## config.mk

```make
export PLATFORM = sky130hd
export DESIGN_NAME = spi_frame_request_sequencer_flat
export DESIGN_NICKNAME = d
export VERILOG_FILES = /design/src/sv/sfrs_pkg.sv /design/src/sv/sfrs_in_if.sv /design/src/sv/sfrs_out_if.sv /design/src/sv/sfrs_ram.sv /design/src/sv/sfrs_core.sv /design/src/sv/spi_frame_request_sequencer.sv /design/src/flat_wrapper.sv
export SDC_FILE = /design/constraint.sdc
export NUM_CORES = 2
export LEC_CHECK = 0
export ABC_AREA = 1
export ABC_CLOCK_PERIOD_IN_PS = 9150
export BUFFER_PORTS_ARGS = -buffer_cell sky130_fd_sc_hd__buf_2
export CAP_MARGIN = 20
export CELL_PAD_IN_SITES_DETAIL_PLACEMENT = 0
export CELL_PAD_IN_SITES_GLOBAL_PLACEMENT = 2
export CORE_MARGIN = 10
export CORE_UTILIZATION = 39
export DETAILED_ROUTE_END_ITERATION = 8
export HOLD_SLACK_MARGIN = 0.02
export PLACE_DENSITY_LB_ADDON = 0.1
export SLEW_MARGIN = 20
export SYNTH_ARGS = -nofsm -noshare
export SYNTH_HDL_FRONTEND = slang
export SYNTH_SLANG_ARGS = --single-unit
```

## constraint.sdc

```tcl
create_clock -name clk -period 9.15 [get_ports clk]
set_clock_uncertainty 0.05 [all_clocks]
set_input_delay 1.83 -clock clk [delete_from_list [all_inputs] [get_ports clk]]
set_output_delay 1.83 -clock clk [all_outputs]
set_load 0.1 [all_outputs]
```

## src/sv/sfrs_pkg.sv

```systemverilog
package sfrs_pkg;

  // Store depth, register reset values and the idle reply byte
  localparam int unsigned FRAME_DEPTH_DEF   = 256;
  localparam logic [31:0] GAP_TICKS_RST     = 32'd10;
  localparam logic [31:0] TIMEOUT_TICKS_RST = 32'd1000;
  localparam logic [7:0]  REPLY_IDLE        = 8'hFF;

  // Configuration register indexes
  localparam logic CFG_GAP_TICKS     = 1'b0;
  localparam logic CFG_TIMEOUT_TICKS = 1'b1;

  typedef enum logic [1:0] {
    MODE_TICK   = 2'd0,
    MODE_START  = 2'd1,
    MODE_FINISH = 2'd2,
    MODE_LOAD   = 2'd3
  } mode_t;

  typedef enum logic [2:0] {
    STATUS_IDLE    = 3'd0,
    STATUS_GAP     = 3'd1,
    STATUS_WAIT    = 3'd2,
    STATUS_TIMEOUT = 3'd3,
    STATUS_DONE    = 3'd4
  } status_t;

  typedef enum logic [1:0] {
    FAULT_NONE    = 2'd0,
    FAULT_START   = 2'd1,
    FAULT_TIMEOUT = 2'd2
  } fault_t;

  typedef enum logic [4:0] {
    PH_IDLE    = 5'b00001,
    PH_GAP     = 5'b00010,
    PH_WAIT    = 5'b00100,
    PH_TIMEOUT = 5'b01000,
    PH_DONE    = 5'b10000
  } phase_t;

  typedef struct packed {
    logic [1:0]  mode;
    logic [31:0] tick;
    logic [8:0]  frame_length;
    logic [7:0]  byte_slot;
    logic [7:0]  byte_value;
    logic        start_ok;
    logic        rx_done;
    logic [7:0]  rx_byte;
  } item_t;

  typedef struct packed {
    logic [2:0]  status;
    logic        is_idle;
    logic        tx_start;
    logic [31:0] frames_sent;
    logic [31:0] bytes_sent;
    logic [31:0] idle_replies;
    logic [31:0] other_replies;
    logic [31:0] start_fail_count;
    logic [31:0] timeout_count;
    logic [1:0]  last_fault;
  } result_t;

  typedef struct packed {
    logic        we;
    logic [31:0] wdata;
    logic        index;
  } cfg_t;

  // Map the one-hot phase onto the reported status code
  function automatic logic [2:0] phase_status(input phase_t ph);
    logic [2:0] s;
    case (ph)
      PH_IDLE:    s = STATUS_IDLE;
      PH_GAP:     s = STATUS_GAP;
      PH_WAIT:    s = STATUS_WAIT;
      PH_TIMEOUT: s = STATUS_TIMEOUT;
      PH_DONE:    s = STATUS_DONE;
      default:    s = STATUS_IDLE;
    endcase
    return s;
  endfunction

endpackage

```

## src/sv/sfrs_in_if.sv

```systemverilog
interface sfrs_in_if;
  logic        valid;
  logic        ready;
  logic [1:0]  mode;
  logic [31:0] tick;
  logic [8:0]  frame_length;
  logic [7:0]  byte_slot;
  logic [7:0]  byte_value;
  logic        start_ok;
  logic        rx_done;
  logic [7:0]  rx_byte;

  modport source (
    output valid, mode, tick, frame_length, byte_slot, byte_value,
           start_ok, rx_done, rx_byte,
    input  ready
  );
  modport sink (
    input  valid, mode, tick, frame_length, byte_slot, byte_value,
           start_ok, rx_done, rx_byte,
    output ready
  );
endinterface

```

## src/sv/sfrs_out_if.sv

```systemverilog
interface sfrs_out_if;
  logic        valid;
  logic        ready;
  logic [2:0]  status;
  logic        is_idle;
  logic        tx_start;
  logic [7:0]  tx_byte;
  logic [31:0] frames_sent;
  logic [31:0] bytes_sent;
  logic [31:0] idle_replies;
  logic [31:0] other_replies;
  logic [31:0] start_fail_count;
  logic [31:0] timeout_count;
  logic [1:0]  last_fault;

  modport source (
    output valid, status, is_idle, tx_start, tx_byte, frames_sent, bytes_sent,
           idle_replies, other_replies, start_fail_count, timeout_count,
           last_fault,
    input  ready
  );
  modport sink (
    input  valid, status, is_idle, tx_start, tx_byte, frames_sent, bytes_sent,
           idle_replies, other_replies, start_fail_count, timeout_count,
           last_fault,
    output ready
  );
endinterface

```

## src/sv/sfrs_ram.sv

```systemverilog
module sfrs_ram #(
  parameter int unsigned WIDTH = 8,
  parameter int unsigned DEPTH = 256
) (
  input  logic                                       clk,
  input  logic                                       we,
  input  logic [((DEPTH > 1) ? $clog2(DEPTH) : 1)-1:0] waddr,
  input  logic [WIDTH-1:0]                           wdata,
  input  logic                                       re,
  input  logic [((DEPTH > 1) ? $clog2(DEPTH) : 1)-1:0] raddr,
  output logic [WIDTH-1:0]                           rdata
);

  logic [WIDTH-1:0] mem [DEPTH];
  logic [WIDTH-1:0] rdata_r;

  // Write port and registered read port
  always_ff @(posedge clk) begin
    if (we) begin
      mem[waddr] <= wdata;
    end
    if (re) begin
      rdata_r <= mem[raddr];
    end
  end

  assign rdata = rdata_r;

endmodule

```

## src/sv/sfrs_core.sv

```systemverilog
module sfrs_core #(
  parameter int unsigned FRAME_DEPTH = sfrs_pkg::FRAME_DEPTH_DEF,
  localparam int unsigned AW = (FRAME_DEPTH > 1) ? $clog2(FRAME_DEPTH) : 1
) (
  input  logic              clk,
  input  logic              rst_n,
  input  sfrs_pkg::cfg_t    cfg,
  input  logic              fire,
  input  sfrs_pkg::item_t   item,
  output sfrs_pkg::result_t res,
  output logic              mem_we,
  output logic [AW-1:0]     mem_waddr,
  output logic [7:0]        mem_wdata,
  output logic [AW-1:0]     mem_raddr
);

  sfrs_pkg::phase_t phase_r, phase_nxt;
  logic [31:0] gap_ticks_r, timeout_ticks_r;
  logic [8:0]  frame_len_r, frame_len_nxt;
  logic [8:0]  byte_pos_r, byte_pos_nxt;
  logic [31:0] gap_ref_r, gap_ref_nxt;
  logic [31:0] start_tick_r, start_tick_nxt;
  logic [31:0] frames_r, frames_nxt;
  logic [31:0] bytes_r, bytes_nxt;
  logic [31:0] idle_rep_r, idle_rep_nxt;
  logic [31:0] other_rep_r, other_rep_nxt;
  logic [31:0] start_fail_r, start_fail_nxt;
  logic [31:0] timeouts_r, timeouts_nxt;
  logic [1:0]  fault_r, fault_nxt;
  logic        tx_start;
  logic [8:0]  pos_inc;
  logic [8:0]  len_clamped;

  assign pos_inc     = byte_pos_r + 9'd1;
  assign len_clamped = (32'(item.frame_length) > 32'(FRAME_DEPTH)) ?
                       9'(FRAME_DEPTH) : item.frame_length;

  // Store access: load bytes go straight in, sends read at the current position
  assign mem_we    = fire && (item.mode == sfrs_pkg::MODE_LOAD) &&
                     (32'(item.byte_slot) < 32'(FRAME_DEPTH));
  assign mem_waddr = AW'(item.byte_slot);
  assign mem_wdata = item.byte_value;
  assign mem_raddr = AW'(byte_pos_r);

  // Sequence one transaction against the current state
  always_comb begin
    phase_nxt      = phase_r;
    frame_len_nxt  = frame_len_r;
    byte_pos_nxt   = byte_pos_r;
    gap_ref_nxt    = gap_ref_r;
    start_tick_nxt = start_tick_r;
    frames_nxt     = frames_r;
    bytes_nxt      = bytes_r;
    idle_rep_nxt   = idle_rep_r;
    other_rep_nxt  = other_rep_r;
    start_fail_nxt = start_fail_r;
    timeouts_nxt   = timeouts_r;
    fault_nxt      = fault_r;
    tx_start       = 1'b0;
    case (item.mode)
      sfrs_pkg::MODE_LOAD: begin
      end
      sfrs_pkg::MODE_FINISH: begin
        frame_len_nxt = '0;
        byte_pos_nxt  = '0;
        phase_nxt     = sfrs_pkg::PH_IDLE;
      end
      sfrs_pkg::MODE_START: begin
        if (phase_r == sfrs_pkg::PH_IDLE && item.frame_length != 9'd0) begin
          frame_len_nxt = len_clamped;
          byte_pos_nxt  = '0;
          gap_ref_nxt   = item.tick - gap_ticks_r;
          phase_nxt     = sfrs_pkg::PH_GAP;
        end
      end
      sfrs_pkg::MODE_TICK: begin
        if (phase_r == sfrs_pkg::PH_GAP) begin
          if ((item.tick - gap_ref_r) >= gap_ticks_r) begin
            tx_start = 1'b1;
            if (!item.start_ok) begin
              start_fail_nxt = start_fail_r + 32'd1;
              fault_nxt      = sfrs_pkg::FAULT_START;
              phase_nxt      = sfrs_pkg::PH_TIMEOUT;
            end else begin
              start_tick_nxt = item.tick;
              phase_nxt      = sfrs_pkg::PH_WAIT;
            end
          end
        end else if (phase_r == sfrs_pkg::PH_WAIT) begin
          if ((item.tick - start_tick_r) >= timeout_ticks_r) begin
            timeouts_nxt = timeouts_r + 32'd1;
            fault_nxt    = sfrs_pkg::FAULT_TIMEOUT;
            phase_nxt    = sfrs_pkg::PH_TIMEOUT;
          end else if (item.rx_done) begin
            if (item.rx_byte == sfrs_pkg::REPLY_IDLE) begin
              idle_rep_nxt = idle_rep_r + 32'd1;
            end else begin
              other_rep_nxt = other_rep_r + 32'd1;
            end
            bytes_nxt    = bytes_r + 32'd1;
            byte_pos_nxt = pos_inc;
            if (pos_inc >= frame_len_r) begin
              frames_nxt = frames_r + 32'd1;
              phase_nxt  = sfrs_pkg::PH_DONE;
            end else begin
              gap_ref_nxt = item.tick;
              phase_nxt   = sfrs_pkg::PH_GAP;
            end
          end
        end
      end
      default: begin
      end
    endcase
  end

  // Result as seen after the transaction
  always_comb begin
    res.status           = sfrs_pkg::phase_status(phase_nxt);
    res.is_idle          = (phase_nxt == sfrs_pkg::PH_IDLE);
    res.tx_start         = tx_start;
    res.frames_sent      = frames_nxt;
    res.bytes_sent       = bytes_nxt;
    res.idle_replies     = idle_rep_nxt;
    res.other_replies    = other_rep_nxt;
    res.start_fail_count = start_fail_nxt;
    res.timeout_count    = timeouts_nxt;
    res.last_fault       = fault_nxt;
  end

  // Hold configuration and sequencer state
  always_ff @(posedge clk) begin
    if (!rst_n) begin
      gap_ticks_r     <= sfrs_pkg::GAP_TICKS_RST;
      timeout_ticks_r <= sfrs_pkg::TIMEOUT_TICKS_RST;
      phase_r         <= sfrs_pkg::PH_IDLE;
      frame_len_r     <= '0;
      byte_pos_r      <= '0;
      gap_ref_r       <= '0;
      start_tick_r    <= '0;
      frames_r        <= '0;
      bytes_r         <= '0;
      idle_rep_r      <= '0;
      other_rep_r     <= '0;
      start_fail_r    <= '0;
      timeouts_r      <= '0;
      fault_r         <= sfrs_pkg::FAULT_NONE;
    end else begin
      if (cfg.we) begin
        if (cfg.index == sfrs_pkg::CFG_GAP_TICKS) begin
          gap_ticks_r <= cfg.wdata;
        end else begin
          timeout_ticks_r <= cfg.wdata;
        end
      end
      if (fire) begin
        phase_r      <= phase_nxt;
        frame_len_r  <= frame_len_nxt;
        byte_pos_r   <= byte_pos_nxt;
        gap_ref_r    <= gap_ref_nxt;
        start_tick_r <= start_tick_nxt;
        frames_r     <= frames_nxt;
        bytes_r      <= bytes_nxt;
        idle_rep_r   <= idle_rep_nxt;
        other_rep_r  <= other_rep_nxt;
        start_fail_r <= start_fail_nxt;
        timeouts_r   <= timeouts_nxt;
        fault_r      <= fault_nxt;
      end
    end
  end

endmodule

```

## src/sv/spi_frame_request_sequencer.sv

```systemverilog
// SPI frame request sequencer.
// Input channel in_chan carries one transaction per request: load a frame
// byte, start a frame, finish, or a service tick with the peripheral's
// start acknowledgement and receive completion. Every input transaction
// gives exactly one result transaction on out_chan with the status, the
// transmit request and byte, and the wrapping event counters.
// Configuration writes (cfg_we, cfg_index, cfg_wdata) set the gap and the
// timeout in ticks; write them only while the block is idle.
// An accepted transaction is held in the input register; the result
// register, loaded together with the frame store's registered read,
// then offers its result. Throughput is one transaction per cycle while
// out_chan is ready; the sequencer state updates as each transaction
// fires, so back-to-back transactions never wait on each other.
// A stall on out_chan holds the result register and backs up through the
// input register to in_chan.ready; nothing is lost or repeated.
// Reset (rst_n low, synchronous) empties both registers, clears the phase,
// counters and fault, and restores the register defaults. The frame store
// is not cleared; send only bytes that have been loaded.
module spi_frame_request_sequencer #(
  parameter int unsigned FRAME_DEPTH = sfrs_pkg::FRAME_DEPTH_DEF
) (
  input  logic        clk,
  input  logic        rst_n,
  sfrs_in_if.sink     in_chan,
  sfrs_out_if.source  out_chan,
  input  logic        cfg_we,
  input  logic        cfg_index,
  input  logic [31:0] cfg_wdata
);

  localparam int unsigned AW = (FRAME_DEPTH > 1) ? $clog2(FRAME_DEPTH) : 1;

  logic              in_vld_r, in_vld_nxt;
  sfrs_pkg::item_t   item_r;
  logic              out_vld_r, out_vld_nxt;
  sfrs_pkg::result_t res_r;
  sfrs_pkg::result_t res;
  sfrs_pkg::cfg_t    cfg;
  logic              fire;
  logic              in_acc;
  logic              mem_we;
  logic [AW-1:0]     mem_waddr;
  logic [7:0]        mem_wdata;
  logic [AW-1:0]     mem_raddr;
  logic [7:0]        mem_rdata;

  assign cfg.we    = cfg_we;
  assign cfg.index = cfg_index;
  assign cfg.wdata = cfg_wdata;

  // Advance the input register whenever the result register can take over
  assign fire           = in_vld_r && (!out_vld_r || out_chan.ready);
  assign in_chan.ready  = !in_vld_r || fire;
  assign in_acc         = in_chan.valid && in_chan.ready;

  always_comb begin
    in_vld_nxt = in_vld_r;
    if (in_acc) begin
      in_vld_nxt = 1'b1;
    end else if (fire) begin
      in_vld_nxt = 1'b0;
    end
    out_vld_nxt = out_vld_r;
    if (fire) begin
      out_vld_nxt = 1'b1;
    end else if (out_chan.ready) begin
      out_vld_nxt = 1'b0;
    end
  end

  always_ff @(posedge clk) begin
    if (!rst_n) begin
      in_vld_r  <= 1'b0;
      out_vld_r <= 1'b0;
    end else begin
      in_vld_r  <= in_vld_nxt;
      out_vld_r <= out_vld_nxt;
    end
  end

  // Capture the input transaction
  always_ff @(posedge clk) begin
    if (in_acc) begin
      item_r.mode         <= in_chan.mode;
      item_r.tick         <= in_chan.tick;
      item_r.frame_length <= in_chan.frame_length;
      item_r.byte_slot    <= in_chan.byte_slot;
      item_r.byte_value   <= in_chan.byte_value;
      item_r.start_ok     <= in_chan.start_ok;
      item_r.rx_done      <= in_chan.rx_done;
      item_r.rx_byte      <= in_chan.rx_byte;
    end
  end

  sfrs_core #(
    .FRAME_DEPTH (FRAME_DEPTH)
  ) u_core (
    .clk       (clk),
    .rst_n     (rst_n),
    .cfg       (cfg),
    .fire      (fire),
    .item      (item_r),
    .res       (res),
    .mem_we    (mem_we),
    .mem_waddr (mem_waddr),
    .mem_wdata (mem_wdata),
    .mem_raddr (mem_raddr)
  );

  sfrs_ram #(
    .WIDTH (8),
    .DEPTH (FRAME_DEPTH)
  ) u_store (
    .clk   (clk),
    .we    (mem_we),
    .waddr (mem_waddr),
    .wdata (mem_wdata),
    .re    (fire),
    .raddr (mem_raddr),
    .rdata (mem_rdata)
  );

  // Hold the result until the receiver takes it
  always_ff @(posedge clk) begin
    if (fire) begin
      res_r <= res;
    end
  end

  assign out_chan.valid            = out_vld_r;
  assign out_chan.status           = res_r.status;
  assign out_chan.is_idle          = res_r.is_idle;
  assign out_chan.tx_start         = res_r.tx_start;
  assign out_chan.tx_byte          = res_r.tx_start ? mem_rdata : 8'd0;
  assign out_chan.frames_sent      = res_r.frames_sent;
  assign out_chan.bytes_sent       = res_r.bytes_sent;
  assign out_chan.idle_replies     = res_r.idle_replies;
  assign out_chan.other_replies    = res_r.other_replies;
  assign out_chan.start_fail_count = res_r.start_fail_count;
  assign out_chan.timeout_count    = res_r.timeout_count;
  assign out_chan.last_fault       = res_r.last_fault;

endmodule
```

## src/flat_wrapper.sv

```systemverilog
// flat-port wrapper written by rule: the top's interface ports become plain ports
module spi_frame_request_sequencer_flat 
#(
  parameter int unsigned FRAME_DEPTH = sfrs_pkg::FRAME_DEPTH_DEF
)
  (clk, rst_n, cfg_we, cfg_index, cfg_wdata, in_chan_valid, in_chan_mode, in_chan_tick, in_chan_frame_length, in_chan_byte_slot, in_chan_byte_value, in_chan_start_ok, in_chan_rx_done, in_chan_rx_byte, in_chan_ready, out_chan_valid, out_chan_status, out_chan_is_idle, out_chan_tx_start, out_chan_tx_byte, out_chan_frames_sent, out_chan_bytes_sent, out_chan_idle_replies, out_chan_other_replies, out_chan_start_fail_count, out_chan_timeout_count, out_chan_last_fault, out_chan_ready);
  sfrs_in_if in_chan_i ();
  sfrs_out_if out_chan_i ();
  input  logic clk;
  input  logic rst_n;
  input  logic cfg_we;
  input  logic cfg_index;
  input  logic [31:0] cfg_wdata;
  input wire logic [$bits(in_chan_i.valid)-1:0] in_chan_valid;
  input wire logic [$bits(in_chan_i.mode)-1:0] in_chan_mode;
  input wire logic [$bits(in_chan_i.tick)-1:0] in_chan_tick;
  input wire logic [$bits(in_chan_i.frame_length)-1:0] in_chan_frame_length;
  input wire logic [$bits(in_chan_i.byte_slot)-1:0] in_chan_byte_slot;
  input wire logic [$bits(in_chan_i.byte_value)-1:0] in_chan_byte_value;
  input wire logic [$bits(in_chan_i.start_ok)-1:0] in_chan_start_ok;
  input wire logic [$bits(in_chan_i.rx_done)-1:0] in_chan_rx_done;
  input wire logic [$bits(in_chan_i.rx_byte)-1:0] in_chan_rx_byte;
  output wire logic [$bits(in_chan_i.ready)-1:0] in_chan_ready;
  output wire logic [$bits(out_chan_i.valid)-1:0] out_chan_valid;
  output wire logic [$bits(out_chan_i.status)-1:0] out_chan_status;
  output wire logic [$bits(out_chan_i.is_idle)-1:0] out_chan_is_idle;
  output wire logic [$bits(out_chan_i.tx_start)-1:0] out_chan_tx_start;
  output wire logic [$bits(out_chan_i.tx_byte)-1:0] out_chan_tx_byte;
  output wire logic [$bits(out_chan_i.frames_sent)-1:0] out_chan_frames_sent;
  output wire logic [$bits(out_chan_i.bytes_sent)-1:0] out_chan_bytes_sent;
  output wire logic [$bits(out_chan_i.idle_replies)-1:0] out_chan_idle_replies;
  output wire logic [$bits(out_chan_i.other_replies)-1:0] out_chan_other_replies;
  output wire logic [$bits(out_chan_i.start_fail_count)-1:0] out_chan_start_fail_count;
  output wire logic [$bits(out_chan_i.timeout_count)-1:0] out_chan_timeout_count;
  output wire logic [$bits(out_chan_i.last_fault)-1:0] out_chan_last_fault;
  input wire logic [$bits(out_chan_i.ready)-1:0] out_chan_ready;
  assign in_chan_i.valid = in_chan_valid;
  assign in_chan_i.mode = in_chan_mode;
  assign in_chan_i.tick = in_chan_tick;
  assign in_chan_i.frame_length = in_chan_frame_length;
  assign in_chan_i.byte_slot = in_chan_byte_slot;
  assign in_chan_i.byte_value = in_chan_byte_value;
  assign in_chan_i.start_ok = in_chan_start_ok;
  assign in_chan_i.rx_done = in_chan_rx_done;
  assign in_chan_i.rx_byte = in_chan_rx_byte;
  assign in_chan_ready = in_chan_i.ready;
  assign out_chan_valid = out_chan_i.valid;
  assign out_chan_status = out_chan_i.status;
  assign out_chan_is_idle = out_chan_i.is_idle;
  assign out_chan_tx_start = out_chan_i.tx_start;
  assign out_chan_tx_byte = out_chan_i.tx_byte;
  assign out_chan_frames_sent = out_chan_i.frames_sent;
  assign out_chan_bytes_sent = out_chan_i.bytes_sent;
  assign out_chan_idle_replies = out_chan_i.idle_replies;
  assign out_chan_other_replies = out_chan_i.other_replies;
  assign out_chan_start_fail_count = out_chan_i.start_fail_count;
  assign out_chan_timeout_count = out_chan_i.timeout_count;
  assign out_chan_last_fault = out_chan_i.last_fault;
  assign out_chan_i.ready = out_chan_ready;
  spi_frame_request_sequencer #(.FRAME_DEPTH(FRAME_DEPTH)) u_core (.clk(clk), .rst_n(rst_n), .in_chan(in_chan_i), .out_chan(out_chan_i), .cfg_we(cfg_we), .cfg_index(cfg_index), .cfg_wdata(cfg_wdata));
endmodule
```

==> summary.md <==
| Metric | Value |
|---|---|
| Effective utilization at floorplan | `39.12%` |
| Initial antenna violation count | `10` |
| Average detailed-routed wire length per instance | `24.76 um` |
| Slew headroom | `19.53%` |
| Logic pwr share | `6.2%` |
| Number of hold buffers added after CTS | `0` |
| Total track usage | `21.71%` |
| Worst hold path class | `flip-flop to flip-flop` |
| Post-DP Area | `120000 um2` |
| Synth Register Bits | `2671` |
| Sequential cell area | `76750 um2` |
| PwrDens | `211.7 nW/um2` |
| Top post-synthesis cells by area | `sky130_fd_sc_hd__edfxtp_1 61%, sky130_fd_sc_hd__dfxtp_1 6.0%, sky130_fd_sc_hd__o21ai_0 6.0%` |
| Via density per instance | `5.449` |
| Cell accounting for the most synthesized area | `sky130_fd_sc_hd__edfxtp_1` |
| Post-CTS setup buffer count | `0` |
| Number of global-route vias before repair | `76880` |
| Switching pwr | `6.546 mW` |
| Die X | `562.6 um` |
| CTS tree | `done` |
| Global-route wire length before repair | `525.2 mm` |
| Count of input and output buffers | `315` |
| DRC errors left | `0` |
| Mapped cell area | `114800 um2` |
| Signal arrival time at the worst endpoint | `6.57 ns` |
| Hold Violations, Final | `0` |
| Actual transition at the worst max-transition pin | `1.207 ns` |
| CP most frequent cell | `sky130_fd_sc_hd__nand2_1` |
| Required time reported for the critical path endpoint | `9.87 ns` |
| Internal power contribution | `21.00 mW` |
| Fin area | `130100 um2` |
| Crit Path Class | `flip-flop to flip-flop` |
| Unrepaired setup endpoints after global routing | `no` |
| Switching fraction of total power | `23.76%` |
| Clock network fraction of design power | `44.7%` |
| Final net count | `10610` |
| Remaining global-route overflow | `0` |
| Depth of the CTS H-tree | `5` |
| Maximum VDD drop | `0.0001603 V` |
| Placed Instances | `13930` |
| Gate count of the mapped netlist | `10200` |
| Setup total negative slack | `0 ns` |
| Final standard cell utilization of the core | `44.32%` |
| Max Clock Freq | `0.1711 GHz` |
| Fin crit period | `5.846 ns` |
| Maximum fanout count along the critical path | `24` |
| Via count | `78960` |
| Detail Route Antenna Nets | `0` |
| Total power of the final layout | `27.55 mW` |
| Flip-flop count of the largest register after layout | `2048` |
| Post-cts resize count | `0` |
| Max_cap viols | `0` |
| Slew Limit Fails | `0` |
| Reg with most FFs | `u_core.u_store.mem` |
| Commonest cells after routing, fill and taps aside | `2324 x sky130_fd_sc_hd__edfxtp_1, 1559 x sky130_fd_sc_hd__nor2_1, 1370 x sky130_fd_sc_hd__o21ai_0` |
| Main flop type after synthesis | `sky130_fd_sc_hd__edfxtp_1` |
| Core outline area | `293600 um2` |
| Share of Yosys cell area claimed by the top area cell type | `60.77%` |
| Final Non-Filler Cells | `14490` |
| Full die area | `316600 um2` |
| Count of clock tree sinks | `2671` |
| Cell leakage power | `45.07 nW` |
| Post-synthesis async set-or-reset flop share | `0%` |
| Wire length reported by the detailed router | `358.7 mm` |
| Clock Pin Slew Worst Setup and Hold Paths | `0.05 ns` |
| Most frequent standard cell in the layout excluding fill and tap cells | `sky130_fd_sc_hd__edfxtp_1` |
| Die height | `562.6 um` |
| Mapped Avg Cell Area | `11.26 um2` |
| Ys Warns | `0` |
| Outcome | `complete, no violations` |
| Layout overhead on the synthesized area | `13.30%` |
| Sequential share of the synthesized area | `66.82%` |
| Mapped Nets | `10490` |
| Largest regs | `u_core.u_store.mem: 2048 flops, u_core.item_r: 69 flops` |
| Setup-failing EPs final | `0` |
| Cell chosen for the clock root | `sky130_fd_sc_hd__clkbuf_16` |
| Number of distinct library cell variants in the gate-level netlist after synthesis | `57` |
| Ratio of final minimum period to clock period | `63.89%` |
| Clock insertion delay at the later pin of the skew report | `0.90 ns` |
| Placer Congestion | `0.8327` |
| Total CTS buffers | `308` |
| Post-synth EDFFs | `2324` |
| IO Count | `316` |
| Number of buffers between clock root and the deepest sink | `4` |
| Detailed router's first-iteration violation count | `6554` |
| Nature of the critical path startpoint | `flip-flop` |
| Detailed-routing iteration count for the pre-antenna-repair pass | `8` |
| Largest net degree at the start of global routing | `206` |
| Layout fillers | `27290` |
| Seq pwr share | `49.2%` |
| Fraction of final layout cells with drive strength greater than 1 | `8.961%` |
| Total area of multi-input combinational cells | `32900 um2` |
| Cell row count | `199` |
| DP HPWL | `216.9 mm` |
| Crit path max-delay cell type | `sky130_fd_sc_hd__nor2_4` |
| CP endpoint kind | `flip-flop` |
| Largest incremental delay on the critical path | `0.73 ns` |
## power groups by stage
stage                     Sequential (mW)  Clock [mW]  Combinational [mW]
after global placement               13.8           0                1.69
after global routing                 13.6        13.0                1.87
after detailed placement             13.8           0                1.70
after CTS                            13.5        12.6                1.71
after floorplan                      14.2           0               0.759
final                                13.5        12.3                1.70
## per-stage QoR
stage                     hold slack (ns)  setup slack (ns)
after CTS                          0.4160             3.263
after global placement             0.4011             3.117
after floorplan                    0.3824             3.211
after detailed placement           0.4060             3.143
after global routing               0.4418             2.685
final                              0.4127             3.305
## Yosys cell counts, drive strengths merged (12+ instances only)
library cell	n
a211oi	12
a21oi	441
a31oi	13
buf	116
clkbuf	499
dfxtp	347
edfxtp	2324
ha	178
inv	745
mux2i	40
nand2	817
nand3	411
nand4	81
nor2	1574
nor3	87
nor4	36
o211ai	264
o21ai	1399
o221ai	264
o22ai	248
xnor2	35
xor2	192
## logic make-up (layout without fill, tap and decap cells)
group | count (synthesis) | count (layout) | share of synthesized area, %
other | 0 | 3 | 0
AND/OR/NAND/NOR | 3032 | 3032 | 10.98
multiplexers | 40 | 40 | 0.3486
adder cells (fa/ha/maj) | 181 | 181 | 1.992
buffers and inverters | 1365 | 1735 | 4.584
XOR/XNOR | 227 | 227 | 1.731
flip-flops | 2671 | 2671 | 66.82
AO/OA/AOI/OAI | 2682 | 2682 | 13.55
## metal layers
| metal | vias up | routed length [um] | track usage [%] |
|---|---|---|---|
| met5 | - | 0 | 0 |
| met4 | 0 | 8810 | 5.436 |
| met1 | 39220 | 165000 | 31.18 |
| li1 | 37080 | - | - |
| met3 | 464 | 19490 | 2.683 |
| met2 | 2204 | 165500 | 35.03 |
## worst max-delay path, delay by kind of cell, from the launching register on
kind,cells,cell delay (ns)
DFF,1,0.38
xor gates and xnor gates,1,0.18
buffers and inverters,5,0.70
and+or+nand+nor,13,1.97
AOI/OAI and AO/OA,7,1.56
adders and majority gates,3,0.86
## area by class of cell
class                           instances  share of cell area [%]
Tap cell                             3919                   3.769
Inverter                              750                   2.194
Multi-Input combinational cell       6162                   25.29
Clock inverter                        164                   1.277
Clock buffer                          392                   6.400
Sequential cell                      2671                   58.99
Antenna cell                            3                0.005770
Timing Repair Buffer                  429                   2.076
## path summary, 6_finish.rpt
check | from | endpoint | slack (ns) | cells past startpoint
worst max-delay path | u_core.item_r[35]$_DFFE_PP_ | u_core.u_core.frames_r[24]$_SDFFE_PN0P_ | 3.30 | 29
worst min-delay path | u_core.u_core.gap_ref_r[15]$_SDFFE_PN0P_ | u_core.u_core.gap_ref_r[15]$_SDFFE_PN0P_ | 0.41 | 2
worst max register to register | u_core.item_r[35]$_DFFE_PP_ | u_core.u_core.frames_r[24]$_SDFFE_PN0P_ | 3.30 | 29
worst min register to register | u_core.u_core.gap_ref_r[15]$_SDFFE_PN0P_ | u_core.u_core.gap_ref_r[15]$_SDFFE_PN0P_ | 0.41 | 2
(Power assumes the default switching activity.)
